## config.mk

```make
export PLATFORM = sky130hd
export DESIGN_NAME = palette_pixel_scaler_3x_core
export DESIGN_NICKNAME = d
export VERILOG_FILES = /design/src/pps3x_pkg.sv /design/src/palette_pixel_scaler_3x_core.sv /design/src/pps3x_queue.sv /design/src/pps3x_front.sv /design/src/pps3x_back.sv
export SDC_FILE = /design/constraint.sdc
export NUM_CORES = 2
export LEC_CHECK = 0
export CORE_ASPECT_RATIO = 1.1
export CORE_UTILIZATION = 39
export DETAILED_ROUTE_END_ITERATION = 10
export DONT_BUFFER_PORTS = 1
export PLACE_DENSITY_LB_ADDON = 0.3
export SYNTH_ARGS = -nofsm -noshare
export SYNTH_HDL_FRONTEND = slang
export SYNTH_MEMORY_MAX_BITS = 65536
export SYNTH_SLANG_ARGS = --single-unit
```

## constraint.sdc

```tcl
create_clock -name i_clk -period 18.53 [get_ports i_clk]
set_clock_uncertainty 0.05 [all_clocks]
set_input_delay 0.9265 -clock i_clk [delete_from_list [all_inputs] [get_ports i_clk]]
set_output_delay 0.9265 -clock i_clk [all_outputs]
set_load 0.02 [all_outputs]
```

## src/pps3x_pkg.sv

```systemverilog
package pps3x_pkg;

    // Fixed address of the scanout copy of the framebuffer.
    localparam logic [31:0] SCANOUT_BASE = 32'h01C0_0000;

    // Configuration register indexes.
    localparam logic [1:0] CFG_BASE   = 2'd0;
    localparam logic [1:0] CFG_WIDTH  = 2'd1;
    localparam logic [1:0] CFG_HEIGHT = 2'd2;

    // Input word kinds.
    localparam logic MODE_PALETTE = 1'b0;
    localparam logic MODE_PIXEL   = 1'b1;

    // Depth of the queue between the front and back parts.
    localparam int QUEUE_DEPTH = 4;
    localparam int FILL_W      = $clog2(QUEUE_DEPTH + 1);

    // Geometry derived from the configuration, used by the front part.
    typedef struct packed {
        logic [12:0] dest_x;
        logic [12:0] dest_y;
        logic [12:0] width;
    } t_geom;

    // Configuration seen by the back part.
    typedef struct packed {
        logic [31:0] base;
        logic [13:0] stride2;
        logic        mirror;
    } t_bcfg;

    // One classified pixel: byte offset of its top-left write and its color.
    typedef struct packed {
        logic [31:0] offset;
        logic [15:0] color;
    } t_job;

    function automatic logic [15:0] pack565(input logic [7:0] r, input logic [7:0] g,
                                            input logic [7:0] b);
        return {r[7:3], g[7:2], b[7:3]};
    endfunction

    // Reset content of a palette entry: equal red, green and blue.
    function automatic logic [15:0] gray565(input logic [7:0] i);
        return pack565(i, i, i);
    endfunction

endpackage

```

## src/palette_pixel_scaler_3x_core.sv

```systemverilog
// Palette pixel scaler with 3x integer upscaling and RGB565 output.
//
// Input stream: each word is either a palette write (tuser[0] = 0), which
// packs red, green and blue into an RGB565 entry, or a source pixel
// (tuser[0] = 1) carrying a palette index; tuser[1] restarts the frame at
// column 0, row 0. Pixels arrive in raster order of the source frame.
// Output stream: every pixel becomes SCALE x SCALE framebuffer writes,
// centred on the configured screen, each word carrying a byte address and
// a color; tuser flags writes to the scanout copy and tlast marks the final
// write of a pixel. With screen_base away from the scanout address, each row
// of writes is repeated to the scanout copy, doubling the count.
// Throughput: one output word per cycle while the receiver does not stall,
// with the writes of one pixel and of the next leaving back to back; palette
// writes produce nothing. The single output channel sets that rate.
// A pixel passes front stages one and two, the queue, the back generator
// and the output register. The front runs ahead through a 4-entry queue,
// so input keeps flowing while the receiver stalls until the queue and
// the front stages hold 4 pixels. Reset clears the queue, the position
// and palette written marks, so each entry reads as its grayscale value.
module palette_pixel_scaler_3x_core #(
    parameter int SRC_WIDTH  = 320,
    parameter int SRC_HEIGHT = 200,
    parameter int SCALE      = 3
) (
    input  logic        i_clk,
    input  logic        i_rst_n,
    // Configuration write port: index 0 base, 1 width, 2 height.
    input  logic        i_cfg_we,
    input  logic [1:0]  i_cfg_idx,
    input  logic [31:0] i_cfg_data,
    // Input stream.
    input  logic        i_s_tvalid,
    output logic        o_s_tready,
    // tdata: palette_index[7:0], red[15:8], green[23:16], blue[31:24],
    //        pixel_index[39:32]
    input  logic [39:0] i_s_tdata,
    // tuser: mode[0], frame_start[1]
    input  logic [1:0]  i_s_tuser,
    // Output stream.
    output logic        o_m_tvalid,
    input  logic        i_m_tready,
    // tdata: write_address[31:0], color[47:32]
    output logic [47:0] o_m_tdata,
    // tuser: to_scanout[0]
    output logic [0:0]  o_m_tuser,
    output logic        o_m_tlast
);

    localparam logic [13:0] OUT_FRAME_W = 14'(SRC_WIDTH * SCALE);
    localparam logic [13:0] OUT_FRAME_H = 14'(SRC_HEIGHT * SCALE);

    logic [31:0] r_base;
    logic [12:0] r_width;
    logic [12:0] r_height;

    pps3x_pkg::t_geom w_geom;
    pps3x_pkg::t_bcfg w_bcfg;
    pps3x_pkg::t_job  w_push_job;
    pps3x_pkg::t_job  w_pop_job;
    logic             w_push;
    logic             w_pop;
    logic             w_nempty;
    logic [pps3x_pkg::FILL_W-1:0] w_fill;
    logic [13:0]      w_dx;
    logic [13:0]      w_dy;

    always_ff @(posedge i_clk) begin
        if (!i_rst_n) begin
            r_base   <= pps3x_pkg::SCANOUT_BASE;
            r_width  <= 13'd1024;
            r_height <= 13'd768;
        end else if (i_cfg_we) begin
            case (i_cfg_idx)
                pps3x_pkg::CFG_BASE:   r_base   <= i_cfg_data;
                pps3x_pkg::CFG_WIDTH:  r_width  <= i_cfg_data[12:0];
                pps3x_pkg::CFG_HEIGHT: r_height <= i_cfg_data[12:0];
                default:               r_base   <= r_base;
            endcase
        end
    end

    // Centring offsets: half the spare room, or zero when the screen is not
    // wider (taller) than the scaled frame.
    always_comb begin
        w_dx = ({1'b0, r_width} > OUT_FRAME_W) ? ({1'b0, r_width} - OUT_FRAME_W) >> 1 : '0;
        w_dy = ({1'b0, r_height} > OUT_FRAME_H) ? ({1'b0, r_height} - OUT_FRAME_H) >> 1 : '0;
        w_geom.dest_x  = w_dx[12:0];
        w_geom.dest_y  = w_dy[12:0];
        w_geom.width   = r_width;
        w_bcfg.base    = r_base;
        w_bcfg.stride2 = {r_width, 1'b0};
        w_bcfg.mirror  = (r_base != pps3x_pkg::SCANOUT_BASE);
    end

    pps3x_front #(
        .SRC_WIDTH  (SRC_WIDTH),
        .SRC_HEIGHT (SRC_HEIGHT),
        .SCALE      (SCALE)
    ) u_front (
        .i_clk      (i_clk),
        .i_rst_n    (i_rst_n),
        .i_geom     (w_geom),
        .i_s_tvalid (i_s_tvalid),
        .o_s_tready (o_s_tready),
        .i_s_tdata  (i_s_tdata),
        .i_s_tuser  (i_s_tuser),
        .i_fill     (w_fill),
        .o_push     (w_push),
        .o_push_job (w_push_job)
    );

    pps3x_queue u_queue (
        .i_clk      (i_clk),
        .i_rst_n    (i_rst_n),
        .i_push     (w_push),
        .i_push_job (w_push_job),
        .i_pop      (w_pop),
        .o_pop_job  (w_pop_job),
        .o_nempty   (w_nempty),
        .o_fill     (w_fill)
    );

    pps3x_back #(
        .SCALE (SCALE)
    ) u_back (
        .i_clk      (i_clk),
        .i_rst_n    (i_rst_n),
        .i_cfg      (w_bcfg),
        .i_q_nempty (w_nempty),
        .i_q_job    (w_pop_job),
        .o_pop      (w_pop),
        .o_m_tvalid (o_m_tvalid),
        .i_m_tready (i_m_tready),
        .o_m_tdata  (o_m_tdata),
        .o_m_tuser  (o_m_tuser),
        .o_m_tlast  (o_m_tlast)
    );

endmodule

```

## src/pps3x_queue.sv

```systemverilog
module pps3x_queue (
    input  logic                        i_clk,
    input  logic                        i_rst_n,
    input  logic                        i_push,
    input  pps3x_pkg::t_job             i_push_job,
    input  logic                        i_pop,
    output pps3x_pkg::t_job             o_pop_job,
    output logic                        o_nempty,
    output logic [pps3x_pkg::FILL_W-1:0] o_fill
);

    localparam int PW = (pps3x_pkg::QUEUE_DEPTH > 1) ? $clog2(pps3x_pkg::QUEUE_DEPTH) : 1;
    localparam logic [PW-1:0] PTR_LAST = PW'(pps3x_pkg::QUEUE_DEPTH - 1);

    pps3x_pkg::t_job                 r_mem [pps3x_pkg::QUEUE_DEPTH];
    logic [PW-1:0]                   r_wr_ptr;
    logic [PW-1:0]                   r_rd_ptr;
    logic [pps3x_pkg::FILL_W-1:0]    r_fill;

    assign o_pop_job = r_mem[r_rd_ptr];
    assign o_nempty  = (r_fill != '0);
    assign o_fill    = r_fill;

    always_ff @(posedge i_clk) begin
        if (i_push) begin
            r_mem[r_wr_ptr] <= i_push_job;
        end
    end

    always_ff @(posedge i_clk) begin
        if (!i_rst_n) begin
            r_wr_ptr <= '0;
            r_rd_ptr <= '0;
            r_fill   <= '0;
        end else begin
            if (i_push) begin
                r_wr_ptr <= (r_wr_ptr == PTR_LAST) ? '0 : r_wr_ptr + 1'b1;
            end
            if (i_pop) begin
                r_rd_ptr <= (r_rd_ptr == PTR_LAST) ? '0 : r_rd_ptr + 1'b1;
            end
            case ({i_push, i_pop})
                2'b10:   r_fill <= r_fill + 1'b1;
                2'b01:   r_fill <= r_fill - 1'b1;
                default: r_fill <= r_fill;
            endcase
        end
    end

endmodule

```

## src/pps3x_front.sv

```systemverilog
module pps3x_front #(
    parameter int SRC_WIDTH  = 320,
    parameter int SRC_HEIGHT = 200,
    parameter int SCALE      = 3
) (
    input  logic                         i_clk,
    input  logic                         i_rst_n,
    input  pps3x_pkg::t_geom             i_geom,
    input  logic                         i_s_tvalid,
    output logic                         o_s_tready,
    input  logic [39:0]                  i_s_tdata,
    input  logic [1:0]                   i_s_tuser,
    input  logic [pps3x_pkg::FILL_W-1:0] i_fill,
    output logic                         o_push,
    output pps3x_pkg::t_job              o_push_job
);

    localparam int CW = (SRC_WIDTH > 1) ? $clog2(SRC_WIDTH) : 1;
    localparam int RW = (SRC_HEIGHT > 1) ? $clog2(SRC_HEIGHT) : 1;
    localparam logic [CW:0] COL_END = (CW + 1)'(SRC_WIDTH);
    localparam logic [RW:0] ROW_END = (RW + 1)'(SRC_HEIGHT);

    logic [15:0] r_pal_mem [256];
    logic [255:0] r_pal_vld;

    logic        w_accept;
    logic        w_mode;
    logic        w_frame_start;
    logic [7:0]  w_pal_idx;
    logic [7:0]  w_red;
    logic [7:0]  w_green;
    logic [7:0]  w_blue;
    logic [7:0]  w_pix_idx;
    logic [CW-1:0] w_col;
    logic [RW-1:0] w_row;
    logic [CW:0]   w_col_inc;
    logic [RW:0]   w_row_inc;
    logic [2:0]    w_inflight;

    logic [CW-1:0] r_col;
    logic [RW-1:0] r_row;

    // Stage one: position taken, palette read issued.
    logic          r_s1_vld;
    logic [CW-1:0] r_s1_col;
    logic [RW-1:0] r_s1_row;
    logic [15:0]   r_s1_q;
    logic          r_s1_q_vld;
    logic [7:0]    r_s1_idx;

    // Stage two: row product and column offset.
    logic          r_s2_vld;
    logic [28:0]   r_s2_prod;
    logic [15:0]   r_s2_colx;
    logic [15:0]   r_s2_color;

    logic [15:0]   w_line0;
    logic [15:0]   w_colx;
    logic [28:0]   w_prod;
    logic [15:0]   w_color;
    logic [31:0]   w_pix0;

    assign w_pal_idx     = i_s_tdata[7:0];
    assign w_red         = i_s_tdata[15:8];
    assign w_green       = i_s_tdata[23:16];
    assign w_blue        = i_s_tdata[31:24];
    assign w_pix_idx     = i_s_tdata[39:32];
    assign w_mode        = i_s_tuser[0];
    assign w_frame_start = i_s_tuser[1];

    // A pixel word is taken only when the queue has a place reserved for it.
    assign w_inflight = 3'(i_fill) + {2'b00, r_s1_vld} + {2'b00, r_s2_vld};
    assign o_s_tready = (w_inflight < 3'(pps3x_pkg::QUEUE_DEPTH));
    assign w_accept   = i_s_tvalid & o_s_tready;

    always_comb begin
        w_col     = w_frame_start ? '0 : r_col;
        w_row     = w_frame_start ? '0 : r_row;
        w_col_inc = {1'b0, w_col} + 1'b1;
        w_row_inc = {1'b0, w_row} + 1'b1;
    end

    always_ff @(posedge i_clk) begin
        if (w_accept && (w_mode == pps3x_pkg::MODE_PALETTE)) begin
            r_pal_mem[w_pal_idx] <= pps3x_pkg::pack565(w_red, w_green, w_blue);
        end
        if (w_accept && (w_mode == pps3x_pkg::MODE_PIXEL)) begin
            r_s1_q <= r_pal_mem[w_pix_idx];
        end
    end

    always_ff @(posedge i_clk) begin
        if (!i_rst_n) begin
            r_pal_vld <= '0;
            r_col     <= '0;
            r_row     <= '0;
            r_s1_vld  <= 1'b0;
            r_s2_vld  <= 1'b0;
        end else begin
            r_s1_vld <= w_accept && (w_mode == pps3x_pkg::MODE_PIXEL);
            r_s2_vld <= r_s1_vld;
            if (w_accept && (w_mode == pps3x_pkg::MODE_PALETTE)) begin
                r_pal_vld[w_pal_idx] <= 1'b1;
            end
            if (w_accept && (w_mode == pps3x_pkg::MODE_PIXEL)) begin
                if (w_col_inc >= COL_END) begin
                    r_col <= '0;
                    r_row <= (w_row_inc >= ROW_END) ? '0 : w_row_inc[RW-1:0];
                end else begin
                    r_col <= w_col_inc[CW-1:0];
                    r_row <= w_row;
                end
            end
        end
    end

    always_ff @(posedge i_clk) begin
        if (w_accept && (w_mode == pps3x_pkg::MODE_PIXEL)) begin
            r_s1_col   <= w_col;
            r_s1_row   <= w_row;
            r_s1_q_vld <= r_pal_vld[w_pix_idx];
            r_s1_idx   <= w_pix_idx;
        end
    end

    always_comb begin
        w_line0 = 16'(i_geom.dest_y) + 16'(16'(r_s1_row) * 16'(SCALE));
        w_colx  = 16'(i_geom.dest_x) + 16'(16'(r_s1_col) * 16'(SCALE));
        w_prod  = {13'b0, w_line0} * {16'b0, i_geom.width};
        w_color = r_s1_q_vld ? r_s1_q : pps3x_pkg::gray565(r_s1_idx);
    end

    always_ff @(posedge i_clk) begin
        r_s2_prod  <= w_prod;
        r_s2_colx  <= w_colx;
        r_s2_color <= w_color;
    end

    assign w_pix0            = {3'b000, r_s2_prod} + {16'b0, r_s2_colx};
    assign o_push            = r_s2_vld;
    assign o_push_job.offset = {w_pix0[30:0], 1'b0};
    assign o_push_job.color  = r_s2_color;

endmodule

```

## src/pps3x_back.sv

```systemverilog
module pps3x_back #(
    parameter int SCALE = 3
) (
    input  logic             i_clk,
    input  logic             i_rst_n,
    input  pps3x_pkg::t_bcfg i_cfg,
    input  logic             i_q_nempty,
    input  pps3x_pkg::t_job  i_q_job,
    output logic             o_pop,
    output logic             o_m_tvalid,
    input  logic             i_m_tready,
    output logic [47:0]      o_m_tdata,
    output logic [0:0]       o_m_tuser,
    output logic             o_m_tlast
);

    localparam int SW = (SCALE > 1) ? $clog2(SCALE) : 1;
    localparam logic [SW-1:0] SUB_LAST = SW'(SCALE - 1);

    logic          r_busy;
    logic [SW-1:0] r_sx;
    logic [SW-1:0] r_sy;
    logic          r_pass;
    logic [31:0]   r_row_off;
    logic [31:0]   r_cur_off;
    logic [15:0]   r_color;

    logic          r_out_vld;
    logic [31:0]   r_out_addr;
    logic [15:0]   r_out_color;
    logic          r_out_scan;
    logic          r_out_last;

    logic          w_can_load;
    logic          w_gen;
    logic          w_last_sx;
    logic          w_last_pass;
    logic          w_last_w;
    logic [31:0]   w_next_row;

    always_comb begin
        w_can_load  = !r_out_vld || i_m_tready;
        w_gen       = r_busy && w_can_load;
        w_last_sx   = (r_sx == SUB_LAST);
        w_last_pass = r_pass || !i_cfg.mirror;
        w_last_w    = w_last_sx && w_last_pass && (r_sy == SUB_LAST);
        w_next_row  = r_row_off + {18'b0, i_cfg.stride2};
        o_pop       = i_q_nempty && (!r_busy || (w_gen && w_last_w));
    end

    always_ff @(posedge i_clk) begin
        if (!i_rst_n) begin
            r_busy    <= 1'b0;
            r_out_vld <= 1'b0;
            r_sx      <= '0;
            r_sy      <= '0;
            r_pass    <= 1'b0;
        end else begin
            if (w_can_load) begin
                r_out_vld <= w_gen;
            end
            if (o_pop) begin
                r_busy <= 1'b1;
                r_sx   <= '0;
                r_sy   <= '0;
                r_pass <= 1'b0;
            end else if (w_gen) begin
                if (!w_last_sx) begin
                    r_sx <= r_sx + 1'b1;
                end else begin
                    r_sx <= '0;
                    if (!w_last_pass) begin
                        r_pass <= 1'b1;
                    end else begin
                        r_pass <= 1'b0;
                        r_sy   <= r_sy + 1'b1;
                    end
                end
                if (w_last_w) begin
                    r_busy <= 1'b0;
                end
            end
        end
    end

    always_ff @(posedge i_clk) begin
        if (w_gen) begin
            r_out_addr  <= (r_pass ? pps3x_pkg::SCANOUT_BASE : i_cfg.base) + r_cur_off;
            r_out_color <= r_color;
            r_out_scan  <= r_pass;
            r_out_last  <= w_last_w;
        end
        if (o_pop) begin
            r_row_off <= i_q_job.offset;
            r_cur_off <= i_q_job.offset;
            r_color   <= i_q_job.color;
        end else if (w_gen) begin
            if (!w_last_sx) begin
                r_cur_off <= r_cur_off + 32'd2;
            end else if (!w_last_pass) begin
                r_cur_off <= r_row_off;
            end else begin
                r_row_off <= w_next_row;
                r_cur_off <= w_next_row;
            end
        end
    end

    assign o_m_tvalid = r_out_vld;
    assign o_m_tdata  = {r_out_color, r_out_addr};
    assign o_m_tuser  = r_out_scan;
    assign o_m_tlast  = r_out_last;

endmodule

```

==> out/results.tsv <==
metric	value	unit
fin util	44.3	%
via/cell ratio	5.56	
peak supply drop	0.0000965	V
Final ANT Viol Nets	0	
Layout Nets	10400	
GRT Util Overall	18.6	%
first-pass GRT wire length	689000	µm
WS Path Type	reg -> reg	
Worst Path Buf+Inv	5	
cts repair resizes	0	
Clk Latency, worst-skew pair	1.02	ns
Yosys warning total	0	
Hold Fails Final Rpt	0	
failing checks	slew limit	
final slew viol count	415	
Seq/Total Area, Yosys	72.5	%
Yosys reg bits	4857	
Vias	94800	
Met2 Wirelength	237000	µm
slowest CP cell	xor2_1	
routability congestion estimate	0.849	
CTS tree	built	
Placed Area	205000	µm²
clock-pin slew on the worst setup and hold paths	0.06	ns
root buffer cell	clkbuf_16	
Hold WS	0.0706	ns
Slew headroom	-21.6	%
wire length per cell	27.9	µm
Syn Std Cell Area	195000	µm²
clock sink total	4857	
crit-path max cell delay	1.11	ns
setup violators final	0	
drt pass-1 iters	5	
crit path capture type	flop	
vias in the first global route	98000	
Max clock buf depth	4	
DIE AREA	504000	µm²
DR DRC count	0	
GRT overflow	0	
H-tree levels	5	
Initial Util	39.2	%
metal3 WL	28700	µm
share of cells above drive strength 1	24.8	%
most used cell, CP	fa_1	
Layout Cells excl Fill	17000	
Worst Tran Pin Value	1.82	ns
WP data required	19.41	ns
fin crit period	10.16	ns
Cell variety after synth	77	
Avg Cell Area, Syn	20.2	µm²
dpl hpwl	271000	µm
Largest delay share family, worst path	compound AO/OA/AOI/OAI gates	
wl on met1	192000	µm
Buffers on Ports	0	
Max FO, Critical Path	13	
WL final	475000	µm
Final Cell Area	221000	µm²
Post-synth top flop	edfxtp_1	
Iter 0 DRT Violations	9278	
Reg2Reg Setup Slack	8.37	ns
Post-synth EDFFs	4449	
number of I/O pins	133	
fraction of registers with async set/reset	0	%
Cell Pwr Density	112	nW/µm²
number of antenna violations at the first check in global routing	14	
Leak	70.8	nW
Max Cap Viol	0	
Die Wd	677	µm
Worst Hold Class	in -> reg	
Core Area	499000	µm²
Worst Setup Start Kind	flop	
Num CTS Buffers	482	
fmax	98.4	MHz
Cells after Synth	9659	
cell row count	272	
RSZ-0062 raised after global routing	false	
Worst Path Arrival	11.04	ns
TNS Setup	0	ns
top sig layer	met5	
outcome	finished with violations	
period utilisation layout	54.8	%
Die Y	744	µm
placed insts	16100	
largest net degree at the start of global routing	349	
Area growth, synth to finish	13.2	%
[layer usage]
layer | global-route usage [%] | vias up
met2 | 31.5 | 3086
met4 | 6.26 | 2
li1 | - | 40100
met3 | 2.71 | 712
met1 | 24.6 | 50900
met5 | 0 | -
[flip-flops by register name, indices dropped and copies added (netlist names), 29 cells and up, named ones only]
signal             cells
u_back.r_out_addr     32
u_front.r_pal_vld    256
r_base                32
u_queue.r_mem        184
u_back.r_cur_off      32
u_back.r_row_off      31
u_front.r_s2_prod     29
u_front.r_pal_mem   4096
[placed cells by master, fill, tap and decap left out, drive strengths merged, types with 109 or more instances in the layout]
cell / count
a21oi: 114
buf: 330
clkbuf: 636
clkinv: 207
dfxtp: 408
edfxtp: 4449
fa: 154
ha: 174
inv: 228
mux4: 1406
nand2: 375
nand3: 109
nor2: 417
o21a: 282
[final timing paths]
path,startpoint,end,cells after the start
setup / recovery,r_height[5],u_front.r_s2_prod[25],34
setup reg to reg,r_height[5],u_front.r_s2_prod[25],34
hold / removal,i_s_tdata[12],u_front.r_pal_mem[110][12],0
hold reg to reg,u_back.r_color[1],u_back.r_out_color[1],0
[per-stage QoR]
stage	power, W	setup slack (ns)
final	0.0248	8.37
after global routing	0.0257	7.51
after CTS	0.0250	8.37
after detailed placement	0.0153	8.40
after global placement	0.0153	8.49
after floorplan	0.0145	10.25
[cell usage after synthesis, types with 70 or more instances]
cell	n	area [µm²]
mux4_2	1406	31700
nor2b_1	95	594
dfxtp_1	408	8170
ha_1	174	2180
mux2i_1	74	741
nand3_1	109	546
nand2_1	375	1410
o21ai_0	98	490
nor2_1	416	1560
a21boi_0	70	526
xnor2_1	86	753
and2_1	102	638
fa_1	154	3080
a21oi_1	114	571
buf_2	123	616
edfxtp_1	4449	134000
clkbuf_1	317	1190
o21a_1	282	2120
inv_1	214	803
[cells by family after synthesis]
logic type                 share of synthesized area (%)
AOI/OAI and AO/OA                                   2.85
xor gates and xnor gates                           0.681
adders and majority gates                           2.69
buffers and inverters                               1.48
DFF                                                 72.5
muxes                                               16.6
other                                            0.00384
and+or+nand+nor                                     3.15
[cell type report]
| class | count | area [µm²] |
|---|---|---|
| Multi-Input combinational cell | 4100 | 51200 |
| Timing Repair Buffer | 375 | 3300 |
| Antenna cell | 9 | 22.5 |
| Sequential cell | 4857 | 142000 |
| Clock buffer | 636 | 13200 |
| Fill cell | 42000 | 278000 |
| Inverter | 214 | 803 |
| Clock inverter | 273 | 2640 |
| Tap cell | 6576 | 8230 |
[power breakdown]
| group | switching, W | internal, W |
|---|---|---|
| clock | 0.00416 | 0.00555 |
| sequential | 0.000246 | 0.0124 |
| combinational | 0.00150 | 0.00103 |
[repair_timing]
action                                  CTS  global route
hold buffers                             56             0
setup buffers                             0             0
endpoints found under the hold margin   751             0
endpoints found under the setup margin    0             0
(Power assumes the default switching activity.)
